File: src/design/adsr_envelope_generator_macros.svh
// ---------------------------------------------------------------------------
// ADSR envelope generator assertion macros
// Shared property wrappers, clocked on clock and disabled during reset.
// ---------------------------------------------------------------------------
`ifndef ADSR_ENVELOPE_GENERATOR_MACROS_SVH
`define ADSR_ENVELOPE_GENERATOR_MACROS_SVH

// cond holds in the same cycle as trig
`define ADSR_ASSERT_SAME(label, trig, cond) \
   label: assert property (@(posedge clock) disable iff (reset) (trig) |-> (cond)) \
      else $error("adsr assertion failed");

// cond holds in the cycle after trig
`define ADSR_ASSERT_NEXT(label, trig, cond) \
   label: assert property (@(posedge clock) disable iff (reset) (trig) |=> (cond)) \
      else $error("adsr assertion failed");

`endif

File: src/design/adsr_pkg.sv
// ---------------------------------------------------------------------------
// adsr_pkg
// Types, codes and constants shared by the ADSR envelope generator.
// ---------------------------------------------------------------------------
package adsr_pkg;

   localparam int AMP_WIDTH  = 16;
   localparam int TIME_WIDTH = 8;
   localparam int STEP_WIDTH = 16;
   localparam int CSR_WIDTH  = 16;
   localparam int CSR_INDEX_WIDTH = 3;

   // product of a step and an elapsed time, plus one bit for the ramp sums
   localparam int PROD_WIDTH = STEP_WIDTH + TIME_WIDTH;
   localparam int SUM_WIDTH  = PROD_WIDTH + 1;

   // 0.0001 full scale, truncated
   localparam logic [AMP_WIDTH-1:0] AMP_FLOOR =
      AMP_WIDTH'((64'd1 << AMP_WIDTH) / 64'd10000);

   typedef enum logic [1:0] {
      OP_TICK     = 2'd0,
      OP_GATE_ON  = 2'd1,
      OP_GATE_OFF = 2'd2
   } opcode_type;

   typedef enum logic [2:0] {
      PH_INACTIVE = 3'd0,
      PH_ATTACK   = 3'd1,
      PH_DECAY    = 3'd2,
      PH_SUSTAIN  = 3'd3,
      PH_RELEASE  = 3'd4
   } phase_type;

   typedef enum logic [CSR_INDEX_WIDTH-1:0] {
      CSR_ATTACK_LEVEL   = 3'd0,
      CSR_SUSTAIN_LEVEL  = 3'd1,
      CSR_ATTACK_STEP    = 3'd2,
      CSR_DECAY_STEP     = 3'd3,
      CSR_RELEASE_STEP   = 3'd4,
      CSR_SUSTAIN_ENABLE = 3'd5
   } csr_index_type;

   typedef struct packed {
      logic [1:0]            opcode;
      logic [TIME_WIDTH-1:0] elapsed;
   } req_type;

   typedef struct packed {
      logic [AMP_WIDTH-1:0] amplitude;
      phase_type            phase;
   } rsp_type;

   typedef struct packed {
      logic [AMP_WIDTH-1:0]  attack_level;
      logic [AMP_WIDTH-1:0]  sustain_level;
      logic [STEP_WIDTH-1:0] attack_step;
      logic [STEP_WIDTH-1:0] decay_step;
      logic [STEP_WIDTH-1:0] release_step;
      logic                  sustain_enable;
   } cfg_type;

   typedef struct packed {
      logic [AMP_WIDTH-1:0] level;
      phase_type            phase;
      logic                 gate_held;
   } env_state_type;

endpackage

File: src/design/adsr_csr.sv
// ---------------------------------------------------------------------------
// adsr_csr
// Configuration registers, written through a plain indexed write port.
// ---------------------------------------------------------------------------
module adsr_csr (
   input  logic                                 clock,
   input  logic                                 reset,
   input  logic                                 csr_write_enable,
   input  logic [adsr_pkg::CSR_INDEX_WIDTH-1:0] csr_index,
   input  logic [adsr_pkg::CSR_WIDTH-1:0]       csr_write_data,
   output adsr_pkg::cfg_type                    cfg
);

   adsr_pkg::cfg_type cfg_ff;

   always_ff @(posedge clock) begin
      if (reset) begin
         cfg_ff <= '0;
      end else if (csr_write_enable) begin
         unique case (adsr_pkg::csr_index_type'(csr_index))
            adsr_pkg::CSR_ATTACK_LEVEL:   cfg_ff.attack_level   <= csr_write_data;
            adsr_pkg::CSR_SUSTAIN_LEVEL:  cfg_ff.sustain_level  <= csr_write_data;
            adsr_pkg::CSR_ATTACK_STEP:    cfg_ff.attack_step    <= csr_write_data;
            adsr_pkg::CSR_DECAY_STEP:     cfg_ff.decay_step     <= csr_write_data;
            adsr_pkg::CSR_RELEASE_STEP:   cfg_ff.release_step   <= csr_write_data;
            adsr_pkg::CSR_SUSTAIN_ENABLE: cfg_ff.sustain_enable <= csr_write_data[0];
            default: ;
         endcase
      end
   end

   assign cfg = cfg_ff;

endmodule

File: src/design/adsr_step.sv
// ---------------------------------------------------------------------------
// adsr_step
// Next envelope state for one item: one ramp multiply, add and clamp.
// ---------------------------------------------------------------------------
module adsr_step (
   input  adsr_pkg::req_type       item,
   input  adsr_pkg::env_state_type state,
   input  adsr_pkg::cfg_type       cfg,
   output adsr_pkg::env_state_type next_state
);

   logic [adsr_pkg::STEP_WIDTH-1:0] step_sel;
   logic [adsr_pkg::PROD_WIDTH-1:0] ramp;
   logic [adsr_pkg::SUM_WIDTH-1:0]  level_ext;
   logic [adsr_pkg::SUM_WIDTH-1:0]  ramp_ext;
   logic [adsr_pkg::SUM_WIDTH-1:0]  up_sum;
   logic [adsr_pkg::SUM_WIDTH-1:0]  decay_bound;
   logic [adsr_pkg::AMP_WIDTH-1:0]  ramp_level;
   logic [adsr_pkg::AMP_WIDTH-1:0]  ramp_out;
   adsr_pkg::phase_type             tick_phase;

   always_comb begin
      unique case (state.phase)
         adsr_pkg::PH_ATTACK: step_sel = cfg.attack_step;
         adsr_pkg::PH_DECAY:  step_sel = cfg.decay_step;
         default:             step_sel = cfg.release_step;
      endcase
   end

   assign ramp        = adsr_pkg::PROD_WIDTH'(step_sel) * adsr_pkg::PROD_WIDTH'(item.elapsed);
   assign level_ext   = adsr_pkg::SUM_WIDTH'(state.level);
   assign ramp_ext    = adsr_pkg::SUM_WIDTH'(ramp);
   assign up_sum      = level_ext + ramp_ext;
   assign decay_bound = ramp_ext + adsr_pkg::SUM_WIDTH'(cfg.sustain_level);
   // only used where ramp < level, so the low bits are the whole ramp
   assign ramp_level  = ramp[adsr_pkg::AMP_WIDTH-1:0];

   always_comb begin
      ramp_out   = state.level;
      tick_phase = state.phase;
      unique case (state.phase)
         adsr_pkg::PH_ATTACK: begin
            if (up_sum >= adsr_pkg::SUM_WIDTH'(cfg.attack_level)) begin
               ramp_out   = cfg.attack_level;
               tick_phase = adsr_pkg::PH_DECAY;
            end else begin
               ramp_out = up_sum[adsr_pkg::AMP_WIDTH-1:0];
            end
         end
         adsr_pkg::PH_DECAY: begin
            if (level_ext <= decay_bound) begin
               ramp_out   = cfg.sustain_level;
               tick_phase = adsr_pkg::PH_SUSTAIN;
            end else begin
               ramp_out = state.level - ramp_level;
            end
         end
         adsr_pkg::PH_SUSTAIN: begin
            if (!state.gate_held) begin
               tick_phase = adsr_pkg::PH_RELEASE;
            end
         end
         adsr_pkg::PH_RELEASE: begin
            if (level_ext <= ramp_ext) begin
               ramp_out   = '0;
               tick_phase = adsr_pkg::PH_INACTIVE;
            end else begin
               ramp_out = state.level - ramp_level;
            end
         end
         default: ;
      endcase
   end

   always_comb begin
      next_state = state;
      unique case (item.opcode)
         adsr_pkg::OP_TICK: begin
            next_state.phase = tick_phase;
            next_state.level = (ramp_out <= adsr_pkg::AMP_FLOOR) ? '0 : ramp_out;
         end
         adsr_pkg::OP_GATE_ON: begin
            next_state.gate_held = cfg.sustain_enable;
            next_state.phase     = adsr_pkg::PH_ATTACK;
         end
         adsr_pkg::OP_GATE_OFF: begin
            next_state.gate_held = 1'b0;
         end
         default: ;
      endcase
   end

endmodule

File: src/design/adsr_envelope_generator.sv
// ---------------------------------------------------------------------------
// adsr_envelope_generator
// Linear ADSR envelope with Q0.16 amplitude, one result item per input item.
// ---------------------------------------------------------------------------
// Input items (req_) carry a tick with an elapsed time, a gate-on or a
// gate-off; each returns one result item (rsp_) with the amplitude and phase
// after that item. Both channels are valid/ready.
// An item is registered in the input register on accept; once the output
// register is free, it runs through the step logic (one 16 x 8 multiply,
// an add and a clamp compare) into the output register, updating the
// envelope state at the same edge, and rsp_valid rises.
// Throughput is one item per cycle while the receiver does not stall; the
// envelope state loop closes within that single step stage.
// While the receiver stalls, the output register holds its item and the
// input register takes one more; req_ready drops only when both are full.
// Reset clears the envelope to inactive at zero amplitude, the held gate and
// all configuration registers. The csr_ port writes a register at any edge
// with csr_write_enable high; write it only while no item is in flight.
// ---------------------------------------------------------------------------
`include "adsr_envelope_generator_macros.svh"

module adsr_envelope_generator (
   input  logic                                 clock,
   input  logic                                 reset,
   input  logic                                 req_valid,
   output logic                                 req_ready,
   input  adsr_pkg::req_type                    req_item,
   output logic                                 rsp_valid,
   input  logic                                 rsp_ready,
   output adsr_pkg::rsp_type                    rsp_item,
   input  logic                                 csr_write_enable,
   input  logic [adsr_pkg::CSR_INDEX_WIDTH-1:0] csr_index,
   input  logic [adsr_pkg::CSR_WIDTH-1:0]       csr_write_data
);

   adsr_pkg::cfg_type       cfg;
   adsr_pkg::env_state_type state_ff;
   adsr_pkg::env_state_type state_in;
   adsr_pkg::req_type       hold_item_ff;
   logic                    hold_valid_ff;
   adsr_pkg::rsp_type       rsp_item_ff;
   logic                    rsp_valid_ff;
   logic                    out_free;
   logic                    advance;
   logic                    req_accept;

   adsr_csr u_csr (
      .clock            (clock),
      .reset            (reset),
      .csr_write_enable (csr_write_enable),
      .csr_index        (csr_index),
      .csr_write_data   (csr_write_data),
      .cfg              (cfg)
   );

   adsr_step u_step (
      .item       (hold_item_ff),
      .state      (state_ff),
      .cfg        (cfg),
      .next_state (state_in)
   );

   assign out_free   = !rsp_valid_ff || rsp_ready;
   assign advance    = hold_valid_ff && out_free;
   assign req_ready  = !hold_valid_ff || out_free;
   assign req_accept = req_valid && req_ready;

   always_ff @(posedge clock) begin
      if (reset) begin
         hold_valid_ff <= 1'b0;
      end else if (req_accept) begin
         hold_valid_ff <= 1'b1;
      end else if (advance) begin
         hold_valid_ff <= 1'b0;
      end
   end

   always_ff @(posedge clock) begin
      if (req_accept) begin
         hold_item_ff <= req_item;
      end
   end

   always_ff @(posedge clock) begin
      if (reset) begin
         state_ff.level     <= '0;
         state_ff.phase     <= adsr_pkg::PH_INACTIVE;
         state_ff.gate_held <= 1'b0;
      end else if (advance) begin
         state_ff <= state_in;
      end
   end

   always_ff @(posedge clock) begin
      if (reset) begin
         rsp_valid_ff <= 1'b0;
      end else if (out_free) begin
         rsp_valid_ff <= hold_valid_ff;
      end
   end

   always_ff @(posedge clock) begin
      if (advance) begin
         rsp_item_ff.amplitude <= state_in.level;
         rsp_item_ff.phase     <= state_in.phase;
      end
   end

   assign rsp_valid = rsp_valid_ff;
   assign rsp_item  = rsp_item_ff;

   `ADSR_ASSERT_SAME(a_inactive_is_silent, state_ff.phase == adsr_pkg::PH_INACTIVE, state_ff.level == '0)
   `ADSR_ASSERT_NEXT(a_stalled_item_holds, hold_valid_ff && !out_free, hold_valid_ff && $stable(hold_item_ff))
   `ADSR_ASSERT_NEXT(a_advance_gives_result, advance, rsp_valid_ff)

endmodule
File: config.mk
export PLATFORM = sky130hd
export DESIGN_NAME = adsr_envelope_generator
export DESIGN_NICKNAME = d
export VERILOG_FILES = /design/src/design/adsr_pkg.sv /design/src/design/adsr_csr.sv /design/src/design/adsr_step.sv /design/src/design/adsr_envelope_generator.sv
export VERILOG_INCLUDE_DIRS = /design/src /design/src/design
export SDC_FILE = /design/constraint.sdc
export NUM_CORES = 1
export LEC_CHECK = 0
export ABC_AREA = 0
export BUFFER_PORTS_ARGS = -buffer_cell sky130_fd_sc_hd__clkbuf_2
export CAP_MARGIN = 20
export CORE_MARGIN = 2
export CORE_UTILIZATION = 35
export DETAILED_ROUTE_END_ITERATION = 8
export GPL_TIMING_DRIVEN = 1
export PLACE_DENSITY = 0.5
export SLEW_MARGIN = 20
export SYNTH_ARGS = -nofsm -noshare
export SYNTH_HDL_FRONTEND = slang
export SYNTH_HIERARCHICAL = 1
export SYNTH_SLANG_ARGS = --single-unit
File: constraint.sdc
create_clock -name clock -period 17.4 [get_ports clock]
set_input_delay 1.74 -clock clock [delete_from_list [all_inputs] [get_ports clock]]
set_output_delay 1.74 -clock clock [all_outputs]
set_load 0.01 [all_outputs]
# Word-level counts from Yosys, hierarchy flattened
# Index checks and enable logic that the tools add are counted.
# totals
word_cells	67
ramBits	0
romBits	0
input_bits	34
out_inout_bits	21
latchBits	0
ff_bits	132
n_memories	0
# classes
muxes	16
mul	1
n_div	0
add_sub_neg	3
n_reduce_logical	17
n_lt_le_gt_ge	4
n_shift	0
bitwise_logic	0
n_eq_ne	11
# op_table
op	n
$mux 16	5
$pmux 16 s3	1
$pmux 16 s2	1
$add 16x24->25	1
$add 24x16->25	1
$ge 25x16->1	1
$le 16x25->1	1
$le 16x24->1	1
$mul 16x8->24	1
$le 16x3->1 const B	1
$sub 16x16->16	1
$reduce_and 2->1	7
$eq 3x2->1 const B	4
$mux 3	4
$pmux 3 s4	1
$eq 3x3->1 const B	3
$eq 3x1->1 const B	2
$pmux 3 s2	1
$reduce_bool 2->1	2
$logic_not 3->1	1
$eq 2x1->1 const B	1
$eq 2x2->1 const B	1
$logic_and 1x1->1	2
$logic_not 1->1	2
4 further kinds	6

# Longest topological paths before layout
# logic_depth
word_depth	10
mapped_depth	46
depth_no_buf	43

# Cells and area by module
# The synthesis kept the hierarchy.
# by_module_without_submodules
mod	instances	cells_per_inst	area_per_inst_um2	seq_area_each_um2
adsr_step	1	1202	9242.6	0.0
adsr_csr	1	287	3220.6	1621.6
adsr_envelope_generator	1	126	1875.5	1311.3

# Worst setup path after synthesis
# Ideal clock, no wire load.
# synth_timing
path_type	register -> register
start	register state_ff[1] (netlist name)
end	register rsp_item_ff (netlist bit rsp_item[3]) (data pin)
setup_slack_ps	7567
path_stages_with_launch	41
setup_time_ps	285
t_arrival_ps	9548
period_less_slack_ps	9833
t_required_ps	17115
n_path_buf	4
path_cell_list	dfxtp_1 -> inv_1 -> nor3_1 -> clkbuf_1 -> buf_1 -> a22o_1 -> a21oi_1 -> nand2b_1 -> fa_1 -> fa_1 -> fa_1 -> fa_1 -> inv_1 -> ha_1 -> and2_4 -> a221oi_2 -> nand2_1 -> a21o_1 -> (+5 left out) -> a31oi_1 -> o21ai_0 -> a21oi_1 -> o21bai_1 -> a21oi_1 -> xnor2_1 -> ha_1 -> a2111oi_0 -> o221ai_1 -> nor3_1 -> o211a_1 -> buf_6 -> a31oi_1 -> or4b_4 -> nor4b_1 -> o22ai_1 -> nor4_2 -> a221oi_1
# synth_lines
item	line	source
start, declared	adsr_envelope_generator.sv:37	adsr_pkg::env_state_type state_ff;
start signal, assigned	adsr_envelope_generator.sv:90	state_ff <= state_in;
end, declared	adsr_envelope_generator.sv:41	adsr_pkg::rsp_type rsp_item_ff;

==> impl_metrics.json <==
{
  "postCtsSetupRepairBufs": 0,
  "pin_count": 55,
  "gp_congestion": 0.957,
  "die_h_um": 206,
  "fin_worst_skew_ns": 0.0129,
  "yosys_warnings": 6,
  "ys_seq_elements": 132,
  "synth-adder-area-share": 0.233,
  "cts_resized": 0,
  "io_buffers": 54,
  "critPathMostFrequentCell": "fa_1",
  "root_buffer": "clkbuf_16",
  "reg2reg_from": "state_ff[1]",
  "setup_viol": 0,
  "synth.largest_area_cell": "dfxtp_1",
  "worst-path-max-fanout": 17,
  "internal_power_uw": 623,
  "h-tree-depth": 4,
  "clkPwrFrac": 0.377,
  "start_util": 0.353,
  "tightestPinTransition_ns": 1.02,
  "r2r_slack_ns": 5.95,
  "crit_type": "reg2reg",
  "cts_hold_buf": 0,
  "post-route-cell-area_sq_um": 15600,
  "postRouteAntennaNets": 0,
  "stdcell_count": 2177,
  "wirelength_mm": 45.3,
  "synthMuxAreaShare": 0.0818,
  "viasPerCell": 5.41,
  "fill_cells": 4156,
  "dp_slack_ns": 6.08,
  "grt_pass1_wl_mm": 70.3,
  "cp_slowest_cell": "nor3_4",
  "crit_required_ns": 17.70,
  "synth_top_family_by_area": "adder cells",
  "drv_slew": 0,
  "p_per_area_nw_per_um2": 61.4,
  "combPwrFrac": 0.276,
  "ys_types": 103,
  "run_status": "finished, final reports clean",
  "die_x_um": 206,
  "arrival_ns": 11.75,
  "synth_compound_area_frac": 0.166,
  "synth_edf_count": 29,
  "p_seq_frac": 0.347,
  "reg2reg_depth": 41,
  "fin_crit_sh": 0.658,
  "layout_setup_ws_ns": 5.95,
  "worst_setup_path_end_kind": "register",
  "finish.net_count": 1881,
  "final_core_util": 0.385,
  "final-hold-violation-count": 0,
  "min_path_type": "reg2reg",
  "synthTopCellsByCount": "nand2b_1 (153), inv_1 (149), ha_1 (128)",
  "yosysTopAreaCellShare": 0.144,
  "place_area_sq_um": 15000,
  "drt-initial-drc-count": 965,
  "first_pass_iters": 5,
  "clock-sinks": 132,
  "rsz0062_at_grt": "false",
  "synth_area_sq_um": 14300,
  "fmax_mhz": 87.4,
  "p_switching_uw": 336,
  "clock_latency_ns": 0.45,
  "drive_gt1_frac": 0.0924,
  "path_clk_slew_ns": 0.06,
  "wl_per_cell_um": 20.8,
  "synthXorXnorAreaFrac": 0.0360,
  "vias": 11800,
  "p_leak_nw": 6.92,
  "startpoint_type": "register",
  "peakVddDrop_uv": 64.2,
  "slew_headroom": 0.318,
  "overflow": 0,
  "antenna_found_initial": 0,
  "cap_violations": 0,
  "yosysSeqAreaShare": 0.205,
  "grt_max_degree": 140,
  "synth.most_common_cell": "nand2b_1",
  "grt.total_usage": 0.219,
  "r2r_end": "state_ff[4]",
  "cts_made_buffers": 17,
  "yosys-top-cells-area": "dfxtp_1 (14%), fa_1 (12%), ha_1 (11%)",
  "cp-startpoint": "state_ff[1]",
  "first_global_vias": 11800,
  "cts_tree": "done",
  "max_stage_delay_ns": 0.68,
  "syn2layout_area_growth_pct": 9.03,
  "finalPower_uw": 959,
  "clockBufferDepth": 2,
  "drc": 0,
  "endpoint": "state_ff[4]",
  "ys.flop_type": "dfxtp_1",
  "dp_cells": 2145,
  "synth_nets": 1864,
  "p_sw_frac": 0.350,
  "postSynthCellCount": 1615,
  "core_area_sq_um": 40600,
  "fin_hold_ws_ns": 0.479,
  "async_reset_ff_frac": 0,
  "die_area_sq_um": 42600,
  "synthSimpleGateAreaFrac": 0.216,
  "place_hpwl_mm": 36.6,
  "fin_tns_setup_ns": 0,
  "avgSynthCellArea_sq_um": 8.88,
  "fin_crit_ns": 11.45,
  "num_rows": 74,
  "n_antenna_cell": 0
}
-- layer usage --
| metal | vias to the layer above | routed length (um) | track usage |
|---|---|---|---|
| met4 | 0 | 1190 | 0.0651 |
| met5 | - | 0 | 0 |
| met2 | 307 | 21100 | 0.359 |
| met3 | 54 | 2260 | 0.0348 |
| li1 | 5653 | - | - |
| met1 | 5770 | 20800 | 0.296 |
-- cell type report --
class,count,area (sq um),area share
flip-flops and latches,132,2930,0.188
clock inverters,14,159,0.0102
clock buffers,18,429,0.0275
inverters,149,559,0.0358
multi-input cells,1265,10500,0.673
well taps,532,666,0.0426
repair buffers,67,368,0.0235
-- flip-flops by register name, summed over array words and instances (netlist names) --
| name | cells |
|---|---|
| u_csr/cfg | 81 |
| hold_item_ff | 10 |
| state_ff | 20 |
| hold_valid_ff | 1 |
| rsp_valid | 1 |
| rsp_item | 19 |
-- cells in the final DEF, fill, tap and decap left out, types with 12 or more instances in the layout --
cell type and instances:
xor2_1 16, nand2b_1 153, dfxtp_1 103, and2_1 30, edfxtp_1 29, a21o_1 33, a31oi_1 12, a21oi_1 97
nor2b_1 80, clkbuf_16 17, buf_4 13, o21ai_0 39, nand2_1 91, mux2i_1 112, xnor2_1 41, fa_1 87
ha_1 128, nor2_1 75, clkbuf_2 53, inv_1 149, or3_1 13, nand4_1 20, nor3_1 13
-- how the worst min path moves through the flow --
stage,to,from,cells after the start
after floorplan,state_ff[2],state_ff[2],2
after global placement,u_csr/cfg[29],u_csr/cfg[29],2
after detailed placement,u_csr/cfg[66],u_csr/cfg[66],2
after CTS,u_csr/cfg[29],u_csr/cfg[29],2
after global routing,u_csr/cfg[66],u_csr/cfg[66],2
final,u_csr/cfg[4],u_csr/cfg[4],2
-- cell families after synthesis --
family,Yosys count
simple gates,543
compound gates,333
buf+inv,218
fa+ha+maj,215
flops,132
mux,116
xor+xnor,58
-- critical path, delay by kind of cell, from the launching register on --
| kind | cells | cell delay, ns |
|---|---|---|
| AOI/OAI and AO/OA | 14 | 3.44 |
| DFF | 1 | 0.41 |
| xor gates and xnor gates | 2 | 0.52 |
| buffers and inverters | 5 | 0.68 |
| adders and majority gates | 7 | 3.09 |
| muxes | 2 | 0.40 |
| and+or+nand+nor | 11 | 2.73 |
-- power by group through the flow --
stage | registers, mW | clock network (mW) | logic [mW]
2_1_floorplan | 0.333 | 0 | 0.192
3_3_place_gp | 0.339 | 0 | 0.260
3_5_place_dp | 0.339 | 0 | 0.261
4_1_cts | 0.332 | 0.370 | 0.263
5_1_grt | 0.333 | 0.383 | 0.288
6_report | 0.332 | 0.362 | 0.265
No activity file was read; power rests on OpenSTA's default activity.
